[config.mk]
export PLATFORM = sky130hd
export DESIGN_NAME = tlv_frame_deframer_top
export DESIGN_NICKNAME = d
export VERILOG_FILES = /design/src/hw/rtl/tlvd_pkg.sv /design/src/hw/rtl/tlvd_front.sv /design/src/hw/rtl/tlvd_queue.sv /design/src/hw/rtl/tlvd_back.sv /design/src/hw/rtl/tlv_frame_deframer_top.sv
export SDC_FILE = /design/constraint.sdc
export NUM_CORES = 1
export LEC_CHECK = 0
export BUFFER_PORTS_ARGS = -buffer_cell sky130_fd_sc_hd__buf_2
export CORE_UTILIZATION = 60
export CTS_BUF_LIST = sky130_fd_sc_hd__clkbuf_16
export CTS_CLUSTER_SIZE = 28
export DETAILED_ROUTE_END_ITERATION = 12
export PLACE_DENSITY = 0.82
export SLEW_MARGIN = 10
export SYNTH_ARGS = -nofsm -noshare
export SYNTH_HDL_FRONTEND = slang
export SYNTH_SLANG_ARGS = --single-unit
[constraint.sdc]
create_clock -name clk -period 9.1 [get_ports clk]
set_input_delay 1.82 -clock clk [delete_from_list [all_inputs] [get_ports clk]]
set_output_delay 1.82 -clock clk [all_outputs]
set_load 0.005 [all_outputs]
[src/hw/rtl/tlvd_pkg.sv]
// ----------------------------------------------------------------------------
// tlvd_pkg
// Shared constants, queue word type and opcodes for the TLV deframer.
// ----------------------------------------------------------------------------
package tlvd_pkg;

	localparam int BYTE_W       = 8;
	localparam int TYPE_BYTES   = 2;
	localparam int LENGTH_BYTES = 4;
	localparam int HDR_BYTES    = TYPE_BYTES + LENGTH_BYTES;
	localparam int IDX_W        = 3;
	localparam int TYPE_W       = 16;
	localparam int LEN_W        = 32;
	localparam int CFG_W        = 16;
	localparam int CFG_RESET    = 4096;

	// type bytes past the width of frame_type are dropped
	localparam int TYPE_KEEP = (TYPE_BYTES < TYPE_W / BYTE_W) ? TYPE_BYTES : TYPE_W / BYTE_W;

	localparam int QUEUE_DEPTH = 4;
	localparam int QPTR_W      = $clog2(QUEUE_DEPTH);
	localparam int QCNT_W      = $clog2(QUEUE_DEPTH + 1);

	localparam logic KIND_HDR = 1'b0;
	localparam logic KIND_VAL = 1'b1;

	typedef enum logic [1:0] {
		OP_HDR,
		OP_HDR_END,
		OP_VAL,
		OP_VAL_LAST
	} op_t;

	// one classified byte, front to back
	typedef struct packed {
		op_t               op;
		logic [IDX_W-1:0]  idx;
		logic [BYTE_W-1:0] data;
		logic [LEN_W-1:0]  len;
	} entry_t;

	typedef struct packed {
		logic   push;
		entry_t entry;
	} q_wr_t;

	typedef struct packed {
		logic   not_empty;
		entry_t entry;
	} q_rd_t;

endpackage

[src/hw/rtl/tlvd_front.sv]
// ----------------------------------------------------------------------------
// tlvd_front
// Accepts stream bytes, tracks header position and value count, classifies.
// ----------------------------------------------------------------------------
module tlvd_front (
	input  logic                        clk,
	input  logic                        arst_n,
	input  logic                        in_valid,
	input  logic [tlvd_pkg::BYTE_W-1:0] rx_byte,
	input  logic                        q_full,
	output tlvd_pkg::q_wr_t             q_wr
);
	import tlvd_pkg::*;

	logic             in_value_q, in_value_d;
	logic [IDX_W-1:0] hdr_idx_q, hdr_idx_d;
	logic [LEN_W-1:0] len_q, len_d;
	logic [LEN_W-1:0] left_q, left_d;
	logic             accept;
	entry_t           ent;

	assign accept = in_valid && !q_full;

	always_comb begin
		logic [LEN_W-1:0] len_base;
		logic [LEN_W-1:0] left_dec;
		in_value_d = in_value_q;
		hdr_idx_d  = hdr_idx_q;
		len_d      = len_q;
		left_d     = left_q;
		left_dec   = left_q - LEN_W'(1);
		len_base   = (hdr_idx_q == '0) ? '0 : len_q;
		for (int k = 0; k < LENGTH_BYTES; k++) begin
			if (hdr_idx_q == IDX_W'(TYPE_BYTES + k)) begin
				len_base[k*BYTE_W +: BYTE_W] = rx_byte;
			end
		end
		ent.idx  = hdr_idx_q;
		ent.data = rx_byte;
		ent.len  = len_base;
		ent.op   = OP_HDR;
		if (in_value_q) begin
			left_d = left_dec;
			if (left_dec == '0) begin
				ent.op     = OP_VAL_LAST;
				in_value_d = 1'b0;
				hdr_idx_d  = '0;
			end else begin
				ent.op = OP_VAL;
			end
		end else begin
			len_d = len_base;
			if (hdr_idx_q == IDX_W'(HDR_BYTES - 1)) begin
				ent.op    = OP_HDR_END;
				hdr_idx_d = '0;
				if (len_base != '0) begin
					in_value_d = 1'b1;
					left_d     = len_base;
				end
			end else begin
				hdr_idx_d = hdr_idx_q + IDX_W'(1);
			end
		end
	end

	always_ff @(posedge clk or negedge arst_n) begin
		if (!arst_n) begin
			in_value_q <= 1'b0;
			hdr_idx_q  <= '0;
		end else if (accept) begin
			in_value_q <= in_value_d;
			hdr_idx_q  <= hdr_idx_d;
		end
	end

	always_ff @(posedge clk) begin
		if (accept) begin
			len_q  <= len_d;
			left_q <= left_d;
		end
	end

	assign q_wr.push  = accept;
	assign q_wr.entry = ent;

endmodule

[src/hw/rtl/tlvd_queue.sv]
// ----------------------------------------------------------------------------
// tlvd_queue
// Short FIFO of classified words between the front and the back.
// ----------------------------------------------------------------------------
module tlvd_queue (
	input  logic            clk,
	input  logic            arst_n,
	input  tlvd_pkg::q_wr_t q_wr,
	input  logic            pop,
	output logic            full,
	output tlvd_pkg::q_rd_t q_rd
);
	import tlvd_pkg::*;

	entry_t            mem_q [QUEUE_DEPTH];
	logic [QPTR_W-1:0] wr_ptr_q, rd_ptr_q;
	logic [QCNT_W-1:0] cnt_q;

	assign full         = (cnt_q == QCNT_W'(QUEUE_DEPTH));
	assign q_rd.not_empty = (cnt_q != '0);
	assign q_rd.entry   = mem_q[rd_ptr_q];

	always_ff @(posedge clk) begin
		if (q_wr.push) begin
			mem_q[wr_ptr_q] <= q_wr.entry;
		end
	end

	always_ff @(posedge clk or negedge arst_n) begin
		if (!arst_n) begin
			wr_ptr_q <= '0;
			rd_ptr_q <= '0;
			cnt_q    <= '0;
		end else begin
			if (q_wr.push) begin
				wr_ptr_q <= (wr_ptr_q == QPTR_W'(QUEUE_DEPTH - 1)) ? '0 : wr_ptr_q + QPTR_W'(1);
			end
			if (pop) begin
				rd_ptr_q <= (rd_ptr_q == QPTR_W'(QUEUE_DEPTH - 1)) ? '0 : rd_ptr_q + QPTR_W'(1);
			end
			cnt_q <= cnt_q + QCNT_W'(q_wr.push) - QCNT_W'(pop);
		end
	end

	a_no_push_full: assert property (@(posedge clk) disable iff (!arst_n)
		!(q_wr.push && full))
		else $error("queue push while full");

	a_no_pop_empty: assert property (@(posedge clk) disable iff (!arst_n)
		!(pop && !q_rd.not_empty))
		else $error("queue pop while empty");

	a_count_track: assert property (@(posedge clk) disable iff (!arst_n)
		1'b1 |=> cnt_q == QCNT_W'($past(cnt_q) + QCNT_W'($past(q_wr.push))
			- QCNT_W'($past(pop))))
		else $error("queue count out of step with push/pop");

endmodule

[src/hw/rtl/tlvd_back.sv]
// ----------------------------------------------------------------------------
// tlvd_back
// Executes queued words: assembles type, checks size, drives result register.
// ----------------------------------------------------------------------------
module tlvd_back (
	input  logic                        clk,
	input  logic                        arst_n,
	input  tlvd_pkg::q_rd_t             q_rd,
	input  logic [tlvd_pkg::CFG_W-1:0]  max_frame_len,
	input  logic                        out_stall,
	output logic                        pop,
	output logic                        out_valid,
	output logic                        kind,
	output logic [tlvd_pkg::TYPE_W-1:0] frame_type,
	output logic [tlvd_pkg::LEN_W-1:0]  value_length,
	output logic [tlvd_pkg::BYTE_W-1:0] data_byte,
	output logic                        last_of_frame,
	output logic                        too_long
);
	import tlvd_pkg::*;

	logic [TYPE_W-1:0] type_q, type_base;
	logic [LEN_W-1:0]  len_q;
	logic              tl_q, tl_now;
	logic              out_valid_q;
	logic              slot_free;
	logic              emits;
	entry_t            e;

	assign e         = q_rd.entry;
	assign slot_free = !out_valid_q || !out_stall;
	assign emits     = (e.op != OP_HDR);
	assign pop       = q_rd.not_empty && (!emits || slot_free);

	always_comb begin
		type_base = (e.idx == '0) ? '0 : type_q;
		for (int k = 0; k < TYPE_KEEP; k++) begin
			if (e.idx == IDX_W'(k)) begin
				type_base[k*BYTE_W +: BYTE_W] = e.data;
			end
		end
	end

	// header plus value length, one bit wider so a huge length cannot wrap
	assign tl_now = (({1'b0, e.len} + (LEN_W+1)'(HDR_BYTES)) > (LEN_W+1)'(max_frame_len));

	always_ff @(posedge clk) begin
		if (pop) begin
			case (e.op)
				OP_HDR: begin
					type_q <= type_base;
				end
				OP_HDR_END: begin
					type_q        <= type_base;
					len_q         <= e.len;
					tl_q          <= tl_now;
					kind          <= KIND_HDR;
					frame_type    <= type_base;
					value_length  <= e.len;
					data_byte     <= '0;
					last_of_frame <= (e.len == '0);
					too_long      <= tl_now;
				end
				OP_VAL, OP_VAL_LAST: begin
					kind          <= KIND_VAL;
					frame_type    <= type_q;
					value_length  <= len_q;
					data_byte     <= e.data;
					last_of_frame <= (e.op == OP_VAL_LAST);
					too_long      <= tl_q;
				end
				default: begin
					type_q <= type_q;
				end
			endcase
		end
	end

	always_ff @(posedge clk or negedge arst_n) begin
		if (!arst_n) begin
			out_valid_q <= 1'b0;
		end else if (pop && emits) begin
			out_valid_q <= 1'b1;
		end else if (!out_stall) begin
			out_valid_q <= 1'b0;
		end
	end

	assign out_valid = out_valid_q;

endmodule

[src/hw/rtl/tlv_frame_deframer_top.sv]
// ----------------------------------------------------------------------------
// tlv_frame_deframer_top
// TLV deframer: byte stream in, one header word and one word per value byte out.
// ----------------------------------------------------------------------------
// Frames are 2 type bytes and 4 length bytes, both little-endian, then as
// many value bytes as the length says. Header bytes before the last produce
// no output; the last header byte produces a header word (kind 0) with type,
// length and too_long, where too_long means 6 + length > max_frame_len (the
// frame is still passed through). Each value byte then produces a value word
// (kind 1) repeating type, length and too_long; the final value byte, or the
// header word of a zero-length frame, has last_of_frame set. Throughput is
// one byte per clock while in_stall is low, with no bubbles at frame
// boundaries. Each byte is written into the 4-word queue, then the back end
// loads its word into the output register. The queue decouples the input
// from output stalls: in_stall rises only when it is full. Write
// max_frame_len (reset 4096) only while no frame is in flight.
// ----------------------------------------------------------------------------
module tlv_frame_deframer_top (
	input  logic                        clk,
	input  logic                        arst_n,
	// configuration
	input  logic                        cfg_we,
	input  logic [tlvd_pkg::CFG_W-1:0]  cfg_wdata,
	// input byte stream
	input  logic                        in_valid,
	output logic                        in_stall,
	input  logic [tlvd_pkg::BYTE_W-1:0] rx_byte,
	// result words
	output logic                        out_valid,
	input  logic                        out_stall,
	output logic                        kind,
	output logic [tlvd_pkg::TYPE_W-1:0] frame_type,
	output logic [tlvd_pkg::LEN_W-1:0]  value_length,
	output logic [tlvd_pkg::BYTE_W-1:0] data_byte,
	output logic                        last_of_frame,
	output logic                        too_long
);
	import tlvd_pkg::*;

	logic [CFG_W-1:0] max_frame_len_q;
	q_wr_t            q_wr;
	q_rd_t            q_rd;
	logic             q_full;
	logic             q_pop;

	// size limit register
	always_ff @(posedge clk or negedge arst_n) begin
		if (!arst_n) begin
			max_frame_len_q <= CFG_W'(CFG_RESET);
		end else if (cfg_we) begin
			max_frame_len_q <= cfg_wdata;
		end
	end

	assign in_stall = q_full;

	// front: header position, length assembly, value byte count
	tlvd_front u_front (
		.clk      (clk),
		.arst_n   (arst_n),
		.in_valid (in_valid),
		.rx_byte  (rx_byte),
		.q_full   (q_full),
		.q_wr     (q_wr)
	);

	tlvd_queue u_queue (
		.clk    (clk),
		.arst_n (arst_n),
		.q_wr   (q_wr),
		.pop    (q_pop),
		.full   (q_full),
		.q_rd   (q_rd)
	);

	// back: type assembly, size check, output register
	tlvd_back u_back (
		.clk           (clk),
		.arst_n        (arst_n),
		.q_rd          (q_rd),
		.max_frame_len (max_frame_len_q),
		.out_stall     (out_stall),
		.pop           (q_pop),
		.out_valid     (out_valid),
		.kind          (kind),
		.frame_type    (frame_type),
		.value_length  (value_length),
		.data_byte     (data_byte),
		.last_of_frame (last_of_frame),
		.too_long      (too_long)
	);

endmodule

# --- Word level (Yosys, flattened, before mapping) ---
# Memory sizes are Yosys's and may differ from the RTL's.
# Index checks and enable logic that the tools add are counted.
classes:
  add_sub_neg: 7
  magnitude_cmp: 1
  n_eq_ne: 13
  mux: 33
  bitwise_logic: 1
  reduce_logical: 28
ops:
  columns: ["op", "count"]
  rows:
  - ["32-bit two-way mux", 4]
  - ["32-bit zero test", 2]
  - ["32-bit case mux with 2 select lines", 1]
  - ["8-bit two-way mux", 6]
  - ["32-bit by 3-bit adder with 33-bit output (second input constant)", 1]
  - ["33-bit by 16-bit > comparator with 1-bit output", 1]
  - ["16-bit case mux with 2 select lines", 1]
  - ["32-bit nonzero test", 1]
  - ["32-bit by 1-bit subtractor with 32-bit output (second input constant)", 1]
  - ["16-bit two-way mux", 1]
  - ["8-bit case mux with 2 select lines", 1]
  - ["1-bit two-way mux", 10]
  - ["2-bit AND reduction", 5]
  - ["3-bit equality test (second input constant)", 3]
  - ["3-bit two-way mux", 3]
  - ["2-bit equality test (second input constant)", 4]
  - ["2-bit nonzero test", 4]
  - ["3-bit by 2-bit equality test with 1-bit output (second input constant)", 2]
  - ["3-bit zero test", 2]
  - ["2-bit two-way mux", 3]
  - ["1-bit case mux with 2 select lines", 3]
  - ["2-bit by 1-bit adder with 2-bit output (second input constant)", 2]
  - ["1-bit zero test", 4]
  - ["2-bit OR reduction", 2]
  - ["other kinds (13)", 16]
totals:
  regBits: 200
  ram_bits: 180
  out_inout_bits: 61
  mem_count: 1
mem_list:
  columns: ["name", "depth", "width", "read_ports", "rd_ports_with_merged_regs", "wr", "line_no", "text"]
  rows:
  - ["u_queue.mem_q", 4, 45, 1, 0, 1, "tlvd_queue.sv:15", "entry_t mem_q [QUEUE_DEPTH];"]

# --- Logic depth before layout (Yosys ltp) ---
logic_depth:
  depth_word: 7
  depth_mapped: 18

# --- Cells and area by module ---
# From an unflattened synthesis, not the netlist that was laid out.
hier_totals:
  hier_cells: 1079
  hier_area_um2: 16792.4
by_module_without_submodules:
  columns: ["module", "n_inst", "cells_per_inst", "area_per_inst_um2"]
  rows:
  - ["tlvd_queue", 1, 271, 6926.6]
  - ["tlvd_back", 1, 403, 5330.1]
  - ["tlvd_front", 1, 371, 3885.0]
  - ["tlv_frame_deframer_top", 1, 34, 650.6]

# --- Worst setup path after synthesis ---
# No wires, ideal clock.
synth_path:
  kind: "reg2reg"
  start: "reg u_queue.rd_ptr_q[1]"
  end: "reg u_back.data_byte[0] (netlist bit), enable pin"
  setup_ns: 0.476
  arrival_time_ns: 4.889
  required_time_ns: 8.624
  slack_ns: 3.735
  path_stages_with_launch: 11
  path_buffers: 4
  synth_period_minus_slack_ns: 5.365
  path_cell_list: "dfrtp_1 > buf_2 > buf_4 > buf_2 > buf_2 > mux2_2 > o21ai_1 > inv_2 > nor2_1 > o32ai_1 > nor2_1"
synth_via:
  elab_chain_cells: 6
  elab_cells_between_ends: 11
  cone_classes: "eq/ne: 3; reduce/logical: 7; memory: 1"
synth_lines:
  columns: ["item", "line_no", "text"]
  rows:
  - ["start, declared", "tlvd_queue.sv:16", "logic [QPTR_W-1:0] wr_ptr_q, rd_ptr_q;"]
  - ["start signal, assigned", "tlvd_queue.sv:39", "rd_ptr_q <= (rd_ptr_q == QPTR_W'(QUEUE_DEPTH - 1)) ? '0 : rd_ptr_q + QPTR_W'(1);"]
  - ["memory 4 x 45 bit (*)", null, null]
  - ["branches (longest 4 deep; another with 2-bit equality test)", null, null]
  - ["2-bit AND reduction (no source line) (*)", null, null]
  - ["end signal, assigned", "tlvd_back.sv:68", "data_byte <= e.data;"]
  - ["end, declared", "tlvd_back.sv:16", "output logic [tlvd_pkg::BYTE_W-1:0] data_byte,"]
# Mark *: on every way between the ends.
# A chain may end at the register's enable or synchronous reset.

==> results.ini <==
[run_status]
outcome=finished clean

[worst_setup_path]
critPathLaunchType=flip-flop
reg2reg_setup_slack_ns=4.55
path_cells=buf_4 > mux4_2 > nand3_2 > or4_4 > nor2_1 > xor2_1 > ha_1 > nand3_1 > nor3_1 > nand2_1 > a21oi_2 > nand4_1 > o41a_1
crit_path_max_incr_delay_ns=0.65
arrival_ns=4.82
worstReg2RegStart=u_queue.rd_ptr_q[0]$_DFFE_PN0P_
path_buf_inv=1
crit_fanout=39
worstSetupPathType=flip-flop to flip-flop
required_ns=9.36
crit_path_start=u_queue.rd_ptr_q[0]$_DFFE_PN0P_
cp_top_family=simple AND/OR/NAND/NOR gates
crit_slowest_cell=buf_4
end_kind=flip-flop

[final_layout]
nFillCells=1743
drive_gt1_share_pct=18.3
instances_no_fill=1718
nets=1372
areaGrowthSynthToFinish_pct=12.2
final_util_pct=69.4

[clock_tree]
cts.sinks=380
ctsHoldBuffers=0
htree_num_levels=2
cts_buffers=38
clk_path_buf_depth=3
cts-root-buf=clkbuf_16
post_cts_resized=0
path_clk_slew_ns=0.06
tritoncts=yes
insertion_delay_ns=0.53
cts_setup_buffers=0

[synthesis]
yosys_warnings=0
synth_seq_cells=380
postSynth.asyncResetShare_pct=7.37
postSynthCellCount=1227
syn_nets=1284
ys_seq_area_share_pct=66.9
avgSynthCellArea_um2=13.7
synth_edf_count=352
syn_area_um2=16900
ys.flop_type=edfxtp_1
ys_types=77

[global_route]
grt_pass1_wl_um=56500
grt_pass1_vias=9875
grt_usage_pct=26.0
antenna_found_initial=1
grt.overflow.total=0
grt_max_degree=76

[sta]
report.final.hold_viol_count=0
tightest_slew_ns=1.22
fmax_ghz=0.220
rsz0062_at_grt=no
setup_violations=0
slew_viol_final=0
clock_skew_ns=0.0214
finalCriticalPeriod_ns=4.55
relSlewSlack_pct=17.9
setup_ws_ns=4.55
fin_setup_tns_ns=0
timing.final.crit_share_pct=50.0

[power_and_ir_drop]
sw_frac_of_total_pct=36.2
leakage_nw=6.85
power_frac_clock_pct=20.9
pwr_density_cell_nw_per_um2=402
combPwrFrac_pct=36.7
p_seq_share_pct=42.4
p_sw_mw=2.75
ir_worst_vdd_mv=0.203
cell_internal_pwr_mw=4.85

[routing]
routed_via_density=6.05
met2WireLength_um=17400
dr.pass1.iters=5
drtIter0Drc=1354
wl_met3_um=2960
num_vias=10389
top_layer_used=met5
wl_met1_um=14900
drtAntennaViolNets=0
drc_errors=0
routed_wl_um=36200
wl_per_cell_um=21.1

[hold_path]
hold_start=u_back.len_q[15]$_DFFE_PP_
hp-class=flip-flop to flip-flop

[floorplan]
die_h_um=170
die-width_um=170
ios=90
initial_utilization_pct=61.8
die_area_um2=28800
rows=60
core_um2=27300

[job]
drv_cap=0

[place]
pre_cts_slack_ns=4.56
placed_cells=1647
gp_congestion=0.915
portBuffers=89
hpwl_um=23100

## layout by cell type (no fill, tap or decap), types with 6 or more instances in the layout
cell type,n
buf_2,89
edfxtp_1,352
or3_1,11
mux2_2,12
nor2_1,102
a21o_1,8
nand4_1,12
nand2_1,174
nor3_1,21
clkinv_1,6
xor2_1,12
clkbuf_16,41
buf_4,16
nor4_1,18
nand3_1,17
xnor2_1,38
mux2i_1,10
and2_1,13
o21ai_0,67
dfrtp_1,24
clkinv_2,7
a21oi_1,50
mux4_2,37
inv_1,54
ha_1,27
nor2b_1,7
or4_1,12
## Yosys cell counts, types with 4 or more instances
cell | instances | area, µm²
a211oi_1 | 4 | 30.0
a21o_1 | 8 | 60.1
a21oi_1 | 50 | 250
a31oi_1 | 4 | 25.0
and2_1 | 17 | 106
and4_1 | 4 | 35.0
buf_2 | 8 | 40.0
buf_6 | 4 | 45.0
clkbuf_1 | 40 | 150
dfrtp_1 | 27 | 676
edfxtp_1 | 352 | 10600
ha_1 | 27 | 338
inv_1 | 45 | 169
mux2_2 | 12 | 135
mux2i_1 | 10 | 100
mux4_1 | 4 | 105
mux4_2 | 37 | 833
nand2_1 | 174 | 653
nand2b_1 | 5 | 31.3
nand3_1 | 17 | 85.1
nand4_1 | 12 | 75.1
nor2_1 | 105 | 394
nor2b_1 | 7 | 43.8
nor3_1 | 21 | 105
nor4_1 | 18 | 113
o21ai_0 | 67 | 335
o21ai_1 | 4 | 20.0
o31ai_1 | 4 | 30.0
or2_2 | 5 | 31.3
or3_1 | 11 | 68.8
or4_1 | 12 | 90.1
xnor2_1 | 38 | 333
xor2_1 | 12 | 105
## cell families (layout without fill, tap and decap cells)
kind of cell               count (synthesis)  in the layout  share of synthesized area, %
adders and majority gates                 28             28                          2.12
other                                      0              1                             0
DFF                                      380            380                          66.9
muxes                                     68             68                          7.45
and+or+nand+nor                          430            430                          12.3
xor gates and xnor gates                  50             50                          2.60
AOI/OAI and AO/OA                        168            168                          5.87
buffers and inverters                    103            221                          2.77
## worst paths after layout
path,to,cells after the start
worst max-delay path,u_back.too_long$_DFFE_PP_,13
worst min-delay path,u_back.value_length[15]$_DFFE_PP_,2
worst max register to register,u_back.too_long$_DFFE_PP_,13
worst min register to register,u_back.value_length[15]$_DFFE_PP_,2
max in group asynchronous,u_front.in_value_q$_DFFE_PN0P_,1
min in group asynchronous,max_frame_len_q[9]$_DFFE_PN0P_,1
## state kept, by name, indices dropped and copies added, names as in the netlist, 2 cells and up
register	count
u_back.value_length	32
u_queue.mem_q	180
u_back.len_q	32
u_front.hdr_idx_q	3
u_queue.rd_ptr_q	2
max_frame_len_q	16
u_back.frame_type	16
u_back.type_q	16
u_back.data_byte	8
u_front.left_q	32
u_queue.cnt_q	3
u_front.len_q	32
u_queue.wr_ptr_q	2
## power by group through the flow
stage / Combinational (mW) / Clock (mW) / Sequential, mW
final: 2.79 / 1.59 / 3.22
after global routing: 3.06 / 1.67 / 3.28
after CTS: 2.78 / 1.60 / 3.22
after detailed placement: 2.73 / 0 / 3.24
after global placement: 2.66 / 0 / 3.21
after floorplan: 1.93 / 0 / 3.17
## layout make-up
class / instances / area, µm² / area share [%]
clock inverters: 29 / 258 / 1.36
multi-input cells: 744 / 5140 / 27.2
clock buffers: 41 / 1030 / 5.43
diodes: 1 / 2.50 / 0.0132
well taps: 372 / 465 / 2.46
repair buffers: 105 / 566 / 2.99
inverters: 46 / 173 / 0.913
flip-flops and latches: 380 / 11300 / 59.7
## tightest hold or removal path, stage by stage (launching register included)
cell and delay, ns:
edfxtp_1 0.32, nand2_1 0.04, nand2_1 0.05
## layer usage
metal  vias up  GRT usage, %
met1      5072          37.1
li1       4735             -
met3        81          4.57
met4         2          8.93
met2       499          40.7
met5         -             0
## per-stage QoR
step	area [µm²]	power (mW)	hold WS [ns]
after floorplan	16900	5.10	0.474
after detailed placement	17600	5.98	0.495
after global routing	18900	8.01	0.528
after global placement	17600	5.87	0.488
final	18900	7.60	0.509
after CTS	18900	7.60	0.510
No activity file was read; power rests on OpenSTA's default activity.
